**config.mk**
```make
export PLATFORM = sky130hd
export DESIGN_NAME = orbm_emit
export DESIGN_NICKNAME = d
export VERILOG_FILES = /design/src/design/orbm_pkg.sv /design/src/design/orbm_emit.sv
export SDC_FILE = /design/constraint.sdc
export NUM_CORES = 2
export LEC_CHECK = 0
export BUFFER_PORTS_ARGS = -buffer_cell sky130_fd_sc_hd__clkbuf_2
export CORE_MARGIN = 10
export CORE_UTILIZATION = 60
export DETAILED_ROUTE_END_ITERATION = 6
export PLACE_DENSITY = 0.84
export SYNTH_ARGS = -nofsm -noshare
export SYNTH_HDL_FRONTEND = slang
export SYNTH_SLANG_ARGS = --single-unit
```
**constraint.sdc**
```tcl
create_clock -name clk -period 12.9 [get_ports clk]
set_input_delay 1.935 -clock clk [delete_from_list [all_inputs] [get_ports clk]]
set_output_delay 1.935 -clock clk [all_outputs]
set_load 0.005 [all_outputs]
```
**src/design/orbm_pkg.sv**
```systemverilog
// ---------------------------------------------------------------------------
// orbm_pkg: shared types and constants of the oriented rod box mesher
// Holds the transaction structs, the fixed-point vector types and the rod
// record handed from the axis pipeline to the vertex emitter.
// ---------------------------------------------------------------------------
package orbm_pkg;

  // Latency of one normalize unit in register stages.
  localparam int NORM_LAT = 74;

  // Index of the final vertex of one rod.
  localparam logic [5:0] VERT_LAST = 6'd35;

  typedef logic signed [32:0] cval_t;   // cross product component
  typedef cval_t [2:0]        cvec_t;
  typedef logic signed [31:0] uval_t;   // Q2.30 unit component, Q16.16 position
  typedef uval_t [2:0]        uvec_t;
  typedef logic signed [33:0] mval_t;   // main half-axis component, Q16.16 wide
  typedef mval_t [2:0]        mvec_t;
  typedef logic signed [15:0] nval_t;   // Q1.14 normal or direction component
  typedef nval_t [2:0]        nvec_t;

  typedef struct packed {
    logic signed [31:0] center_x;
    logic signed [31:0] center_y;
    logic signed [31:0] center_z;
    logic signed [15:0] dir_x;
    logic signed [15:0] dir_y;
    logic signed [15:0] dir_z;
    logic [30:0]        rod_length;
    logic [30:0]        rod_diameter;
    logic [9:0]         rod_slot;
  } in_item_t;

  typedef struct packed {
    logic [9:0]         slot_out;
    logic [5:0]         vertex_number;
    logic signed [31:0] vert_x;
    logic signed [31:0] vert_y;
    logic signed [31:0] vert_z;
    logic signed [15:0] norm_x;
    logic signed [15:0] norm_y;
    logic signed [15:0] norm_z;
    logic               degenerate;
    logic               last_vertex;
  } out_item_t;

  // Everything the emitter needs to produce the 36 vertices of one rod.
  typedef struct packed {
    logic [9:0]   slot;
    logic         degen;
    uvec_t        cen;
    mvec_t        m;
    uvec_t        f;
    uvec_t        s;
    nvec_t [2:0]  nrm;   // per axis: main, first, second
  } rod_t;

endpackage

```
**src/design/orbm_emit.sv**
```systemverilog
// ---------------------------------------------------------------------------
// orbm_emit: vertex emitter
// Walks the 36 corner vertices of one box, one per cycle, and forms each
// saturated vertex position and its face normal in two register stages.
// ---------------------------------------------------------------------------
module orbm_emit (
  input  logic                clk,
  input  logic                rst_n,
  input  logic                load_i,
  input  orbm_pkg::rod_t      rod_i,
  output logic                free_o,
  output logic                out_valid_o,
  output orbm_pkg::out_item_t out_item_o
);

  // Corner code per vertex: bit 2 main axis sign, bit 1 first, bit 0 second.
  localparam logic [2:0] CORNER [36] = '{
    3'd7, 3'd5, 3'd4, 3'd7, 3'd4, 3'd6,
    3'd3, 3'd2, 3'd0, 3'd3, 3'd0, 3'd1,
    3'd7, 3'd6, 3'd2, 3'd7, 3'd2, 3'd3,
    3'd5, 3'd1, 3'd0, 3'd5, 3'd0, 3'd4,
    3'd7, 3'd3, 3'd1, 3'd7, 3'd1, 3'd5,
    3'd6, 3'd4, 3'd0, 3'd6, 3'd0, 3'd2
  };
  // Face per vertex: bits 2:1 normal axis, bit 0 set for the negative face.
  localparam logic [2:0] FACE [36] = '{
    3'd0, 3'd0, 3'd0, 3'd0, 3'd0, 3'd0,
    3'd1, 3'd1, 3'd1, 3'd1, 3'd1, 3'd1,
    3'd2, 3'd2, 3'd2, 3'd2, 3'd2, 3'd2,
    3'd3, 3'd3, 3'd3, 3'd3, 3'd3, 3'd3,
    3'd4, 3'd4, 3'd4, 3'd4, 3'd4, 3'd4,
    3'd5, 3'd5, 3'd5, 3'd5, 3'd5, 3'd5
  };

  typedef struct packed {
    logic [9:0]          slot;
    logic [5:0]          vnum;
    logic                last;
    logic                degen;
    logic [2:0][34:0]    a;
    logic [2:0][32:0]    b;
    orbm_pkg::nvec_t     nrm;
  } e1_t;

  orbm_pkg::rod_t      rod_r;
  logic [5:0]          cnt_r, cnt_nxt;
  logic                act_r, act_nxt;
  logic                e1_v_r;
  e1_t                 e1_r, e1_nxt;
  logic                out_valid_r;
  orbm_pkg::out_item_t out_r, out_nxt;

  assign free_o = !act_r || (cnt_r == orbm_pkg::VERT_LAST);

  always_comb begin
    act_nxt = act_r;
    cnt_nxt = cnt_r;
    if (load_i) begin
      act_nxt = 1'b1;
      cnt_nxt = '0;
    end else if (act_r) begin
      if (cnt_r == orbm_pkg::VERT_LAST) begin
        act_nxt = 1'b0;
      end else begin
        cnt_nxt = cnt_r + 6'd1;
      end
    end
  end

  // First stage: signed half-sums of the corner.
  always_comb begin
    logic [2:0]      code;
    logic [2:0]      face;
    orbm_pkg::nvec_t nsel;
    code = CORNER[cnt_r];
    face = FACE[cnt_r];
    case (face[2:1])
      2'd0:    nsel = rod_r.nrm[0];
      2'd1:    nsel = rod_r.nrm[1];
      default: nsel = rod_r.nrm[2];
    endcase
    e1_nxt.slot  = rod_r.slot;
    e1_nxt.vnum  = cnt_r;
    e1_nxt.last  = (cnt_r == orbm_pkg::VERT_LAST);
    e1_nxt.degen = rod_r.degen;
    for (int i = 0; i < 3; i++) begin
      e1_nxt.a[i] = 35'($signed(rod_r.cen[i])) +
                    (code[2] ? 35'($signed(rod_r.m[i])) : -35'($signed(rod_r.m[i])));
      e1_nxt.b[i] = (code[1] ? 33'($signed(rod_r.f[i])) : -33'($signed(rod_r.f[i]))) +
                    (code[0] ? 33'($signed(rod_r.s[i])) : -33'($signed(rod_r.s[i])));
      e1_nxt.nrm[i] = face[0] ? -$signed(nsel[i]) : $signed(nsel[i]);
    end
  end

  // Second stage: full sum and saturation to the signed 32-bit range.
  always_comb begin
    logic signed [35:0] p;
    logic [2:0][31:0]   v;
    for (int i = 0; i < 3; i++) begin
      p = 36'($signed(e1_r.a[i])) + 36'($signed(e1_r.b[i]));
      if (p[35:31] == 5'b00000 || p[35:31] == 5'b11111) begin
        v[i] = p[31:0];
      end else if (p[35]) begin
        v[i] = 32'h8000_0000;
      end else begin
        v[i] = 32'h7FFF_FFFF;
      end
    end
    out_nxt.slot_out      = e1_r.slot;
    out_nxt.vertex_number = e1_r.vnum;
    out_nxt.vert_x        = v[0];
    out_nxt.vert_y        = v[1];
    out_nxt.vert_z        = v[2];
    out_nxt.norm_x        = e1_r.nrm[0];
    out_nxt.norm_y        = e1_r.nrm[1];
    out_nxt.norm_z        = e1_r.nrm[2];
    out_nxt.degenerate    = e1_r.degen;
    out_nxt.last_vertex   = e1_r.last;
  end

  always_ff @(posedge clk) begin
    if (!rst_n) begin
      act_r       <= 1'b0;
      cnt_r       <= '0;
      e1_v_r      <= 1'b0;
      out_valid_r <= 1'b0;
    end else begin
      act_r       <= act_nxt;
      cnt_r       <= cnt_nxt;
      e1_v_r      <= act_r;
      out_valid_r <= e1_v_r;
    end
  end

  always_ff @(posedge clk) begin
    if (load_i) begin
      rod_r <= rod_i;
    end
    e1_r  <= e1_nxt;
    out_r <= out_nxt;
  end

  assign out_valid_o = out_valid_r;
  assign out_item_o  = out_r;

endmodule

```
==> metrics.log <==
INFO  metric holdCritStartpoint = e1_r[17]$_DFF_P_
INFO  metric max_freq = between 150 and 200 MHz
INFO  metric worst_slew_pin_slew = 1250 ps
INFO  metric antenna_violating_nets_post_route = 0
INFO  metric cts-root-to-sink-buffers = 3
INFO  metric aggregate_global_route_resource_usage = between 20 and 30%
INFO  metric whs = approximately 330 ps
INFO  metric port-buffer-count = around 700
INFO  metric multiInputGateArea = around 23000 um2
INFO  metric area.growth.synth_to_final = 16.6%
INFO  metric ctsHtreeMaxLevel = 3
INFO  metric wl_per_cell = about 23 um
INFO  metric setup_repair_after_global_routing_missed_its_margin = no
INFO  metric synth-seq-area-share = about half
INFO  metric drc_errors = 0
INFO  metric fill_cells = ~5600
INFO  metric die_y = roughly 310 um
INFO  metric final_core_utilization = slightly above 70%
INFO  metric timing.hold.worst_path_depth = 0
INFO  metric ys_types = 91
INFO  metric holdPathEnd = out_item_o[19]$_DFF_P_
INFO  metric root_buffer = clkbuf_16
INFO  metric drt-total-wl = around 150 mm
INFO  metric cp_slowest_cell = a2111oi_2
INFO  metric clk_transition_reported_paths = around 60 ps
INFO  metric grt_antenna_before_repair = 30
INFO  metric design.portCount = 712
INFO  metric cts.sinks = 986
INFO  metric cap_violations = 0
INFO  metric drt_pre_antenna_iters = 7
INFO  metric clock_skew = just under 60 ps
INFO  metric dpl_worst_slack = around 6900 ps
INFO  metric share_of_async_settable_or_async_resettable_flops_after_synthesis = 0%
INFO  metric core_area = between 80000 and 90000 um2
INFO  metric hold_crit_class = register to register
INFO  metric critPathMaxFanout = 48
INFO  metric overall_die_width = about 310 um
INFO  metric std_cell_rows = roughly 100
INFO  metric ys_dominant_reg_cell = edfxtp_1
INFO  metric syn-cell-area = between 40000 and 50000 um2
INFO  metric tritoncts.num_buffers = slightly below 100
INFO  metric period_share = 48.1%
INFO  metric final-hold-violation-count = 0
INFO  metric clock_latency = 700 ps
INFO  metric cellPowerDensity = 210 nW/um2
INFO  metric grt_overflow_total = 0
INFO  metric maxSlewViolCount = 0
INFO  metric die_area = about 94000 um2
INFO  metric detail_route.iter0.violations = about 3500
INFO  metric cts_setup_buffers = 0
INFO  metric worst_ir_drop_vdd = between 150 and 200 uV
INFO  metric finalSetupViolCount = 0
INFO  metric crit_required = between 10000 and 15000 ps
INFO  metric post_synth.cell_area_avg = approximately 11 um2
INFO  metric dp_hpwl = 112 mm
INFO  metric cts_tree = yes
INFO  metric net_count_of_the_mapped_netlist = 5374
INFO  metric cellLeakagePower = approximately 24 nW
INFO  metric critical_path_arrival = about 6800 ps
INFO  metric final.setup.worst_slack = 6700 ps
INFO  metric number_of_enable_flip_flop_cells_after_synthesis = 545
INFO  metric min_period = approximately 6200 ps
INFO  metric timing.critical_path.cells = inv_1 > ha_1 > nand2_1 > o21ai_0 > a211oi_1 > a31oi_1 > or2_2 > buf_4 > o21ai_0 > fa_1 > a21o_1 > a221oi_2 > o211ai_1 > a2111oi_2 > nor3b_1 > o31a_1 > o21ai_0 > nand2b_1 > a221oi_1 > xnor2_1
INFO  metric worst_slew_margin_rel = between 10% and 20%
INFO  metric via_count = approximately 39000
INFO  metric cp-end-kind = register
INFO  metric place_congestion = 0.953
INFO  metric worst_reg2reg_path_endpoint = e1_r[144]$_DFF_P_
INFO  metric drive_above_1_share = approximately 18%
INFO  metric grt_start_max_net_pins = about 180
INFO  metric yosys_warnings = 0
INFO  metric tns = 0 ps
INFO  metric regArea = 25200 um2
INFO  metric grt_pass1_vias = between 30000 and 40000
INFO  metric floorplan.initialDensity = 60.8%
INFO  metric cts_resized = 0
INFO  metric rr_startpoint = cnt_r[0]$_SDFFE_PP0P_
INFO  metric nets = around 6100
INFO  metric grt_pass1_wl = 219 mm
INFO  metric critical-path-max-stage-delay = 570 ps
INFO  metric post_cts_hold_buffer_count = 0
INFO  metric routed_via_density = approximately 6.0
INFO  metric cp_common_cell = o21ai_0
INFO  metric r2r.worst_path.cells = 20
INFO  metric setup.worst_path.start_class = register
INFO  metric worstSetupPathType = register to register
INFO  metric outcome = complete, no violations
INFO  metric synth.ff_latch_count = 986
INFO  metric syn-instance-count = about 4500
INFO  metric reg2reg_slack = between 6000 and 7000 ps
synth_stat cells, types with 24 or more instances:
master,instances,area [um2]
edfxtp_1,545,16400
and2_1,24,150
o21ai_0,258,1290
xnor2_1,417,3650
xor2_1,167,1460
nand4_1,40,250
clkbuf_1,95,357
o41ai_1,32,280
ha_1,323,4040
nor2b_1,24,150
a21oi_1,328,1640
nand3_1,87,435
and3_1,32,200
o31ai_1,83,623
a31oi_1,29,181
a211oi_1,40,300
nand2_1,280,1050
dfxtp_1,441,8830
o21bai_1,44,330
nand2b_1,39,244
nor3_1,63,315
o22ai_1,43,269
nor4_1,37,231
nor2_1,306,1150
a21o_1,216,1620
inv_1,113,424
o21a_1,52,390
or3_1,39,244
how the worst max path moves through the flow:
stage / startpoint / endpoint / slack [ps] / cells after the start
floorplan: cnt_r[0]$_SDFFE_PP0P_ / e1_r[144]$_DFF_P_ / 7790 / 21
global placement: cnt_r[0]$_SDFFE_PP0P_ / e1_r[111]$_DFF_P_ / 6990 / 20
detailed placement: cnt_r[0]$_SDFFE_PP0P_ / e1_r[78]$_DFF_P_ / 6860 / 20
CTS: cnt_r[0]$_SDFFE_PP0P_ / e1_r[144]$_DFF_P_ / 6740 / 21
global route: cnt_r[0]$_SDFFE_PP0P_ / e1_r[144]$_DFF_P_ / 6170 / 20
finish: cnt_r[0]$_SDFFE_PP0P_ / e1_r[144]$_DFF_P_ / 6700 / 20
metal layers:
metal | share of wire [%] | track usage [%] | vias up | routed length (um)
li1 | - | - | 18100 | -
met1 | 38 | 35.8 | 18200 | 56000
met2 | 48 | 50.1 | 1848 | 69500
met3 | 9.0 | 7.48 | 342 | 13200
met4 | 4.7 | 13.8 | 20 | 6860
met5 | 0.084 | 0 | - | 123
kinds of logic after synthesis:
group                      share of synthesized area (%)
DFF                                                 51.3
adders and majority gates                           8.62
buffers and inverters                               1.85
and+or+nand+nor                                     10.5
xor gates and xnor gates                            10.4
AOI/OAI and AO/OA                                   17.4
state kept, by name (all words and copies together), names as in the netlist:
register     cells
out_item_o     162
cnt_r            6
rod_r          534
e1_r           270
out_valid_o      1
e1_nxt          11
e1_v_r           1
act_r            1
cells in the final DEF, fill, tap and decap left out, types with 29 or more instances in the layout:
master / instances
a211oi_1: 40
a21o_1: 215
a21oi_1: 324
a31oi_1: 29
and3_1: 32
clkbuf_16: 103
clkbuf_2: 711
dfxtp_1: 441
edfxtp_1: 545
ha_1: 323
inv_1: 113
nand2_1: 280
nand2b_1: 39
nand3_1: 87
nand4_1: 40
nor2_1: 305
nor3_1: 63
nor4_1: 37
o21a_1: 51
o21ai_0: 257
o21bai_1: 44
o22ai_1: 43
o31ai_1: 83
o41ai_1: 32
or3_1: 39
xnor2_1: 417
xor2_1: 167
worst max-delay path, delay by kind of cell (launching register included):
kind                       cells  cell delay, ps
adders and majority gates      2             820
and+or+nand+nor                4             770
DFF                            1             490
xor gates and xnor gates       1             180
buffers and inverters          2             740
AOI/OAI and AO/OA             11            3060
per-stage QoR:
step	total power, mW	std cells	cell area, um2
finish	12.0	6368	57200
global route	12.7	6364	57200
CTS	12.0	6351	57200
detailed placement	8.99	6165	53700
global placement	8.91	6165	53700
floorplan	7.58	4494	49100
final cells by class:
class / count / area share (%)
Sequential cell: 986 / 44.0
Multi-Input combinational cell: 3275 / 40.3
Timing Repair Buffer: 731 / 6.52
Clock buffer: 122 / 4.80
Tap cell: 1060 / 2.32
Clock inverter: 64 / 1.22
Inverter: 113 / 0.741
Antenna cell: 17 / 0.0743
power breakdown:
part	switching, mW	internal [mW]	total, mW
Combinational	2.84	1.96	4.80
Clock	1.28	1.70	2.98
Sequential	0.332	3.94	4.27
Total	4.45	7.59	12.0
Power figures use the tool's default switching activity.
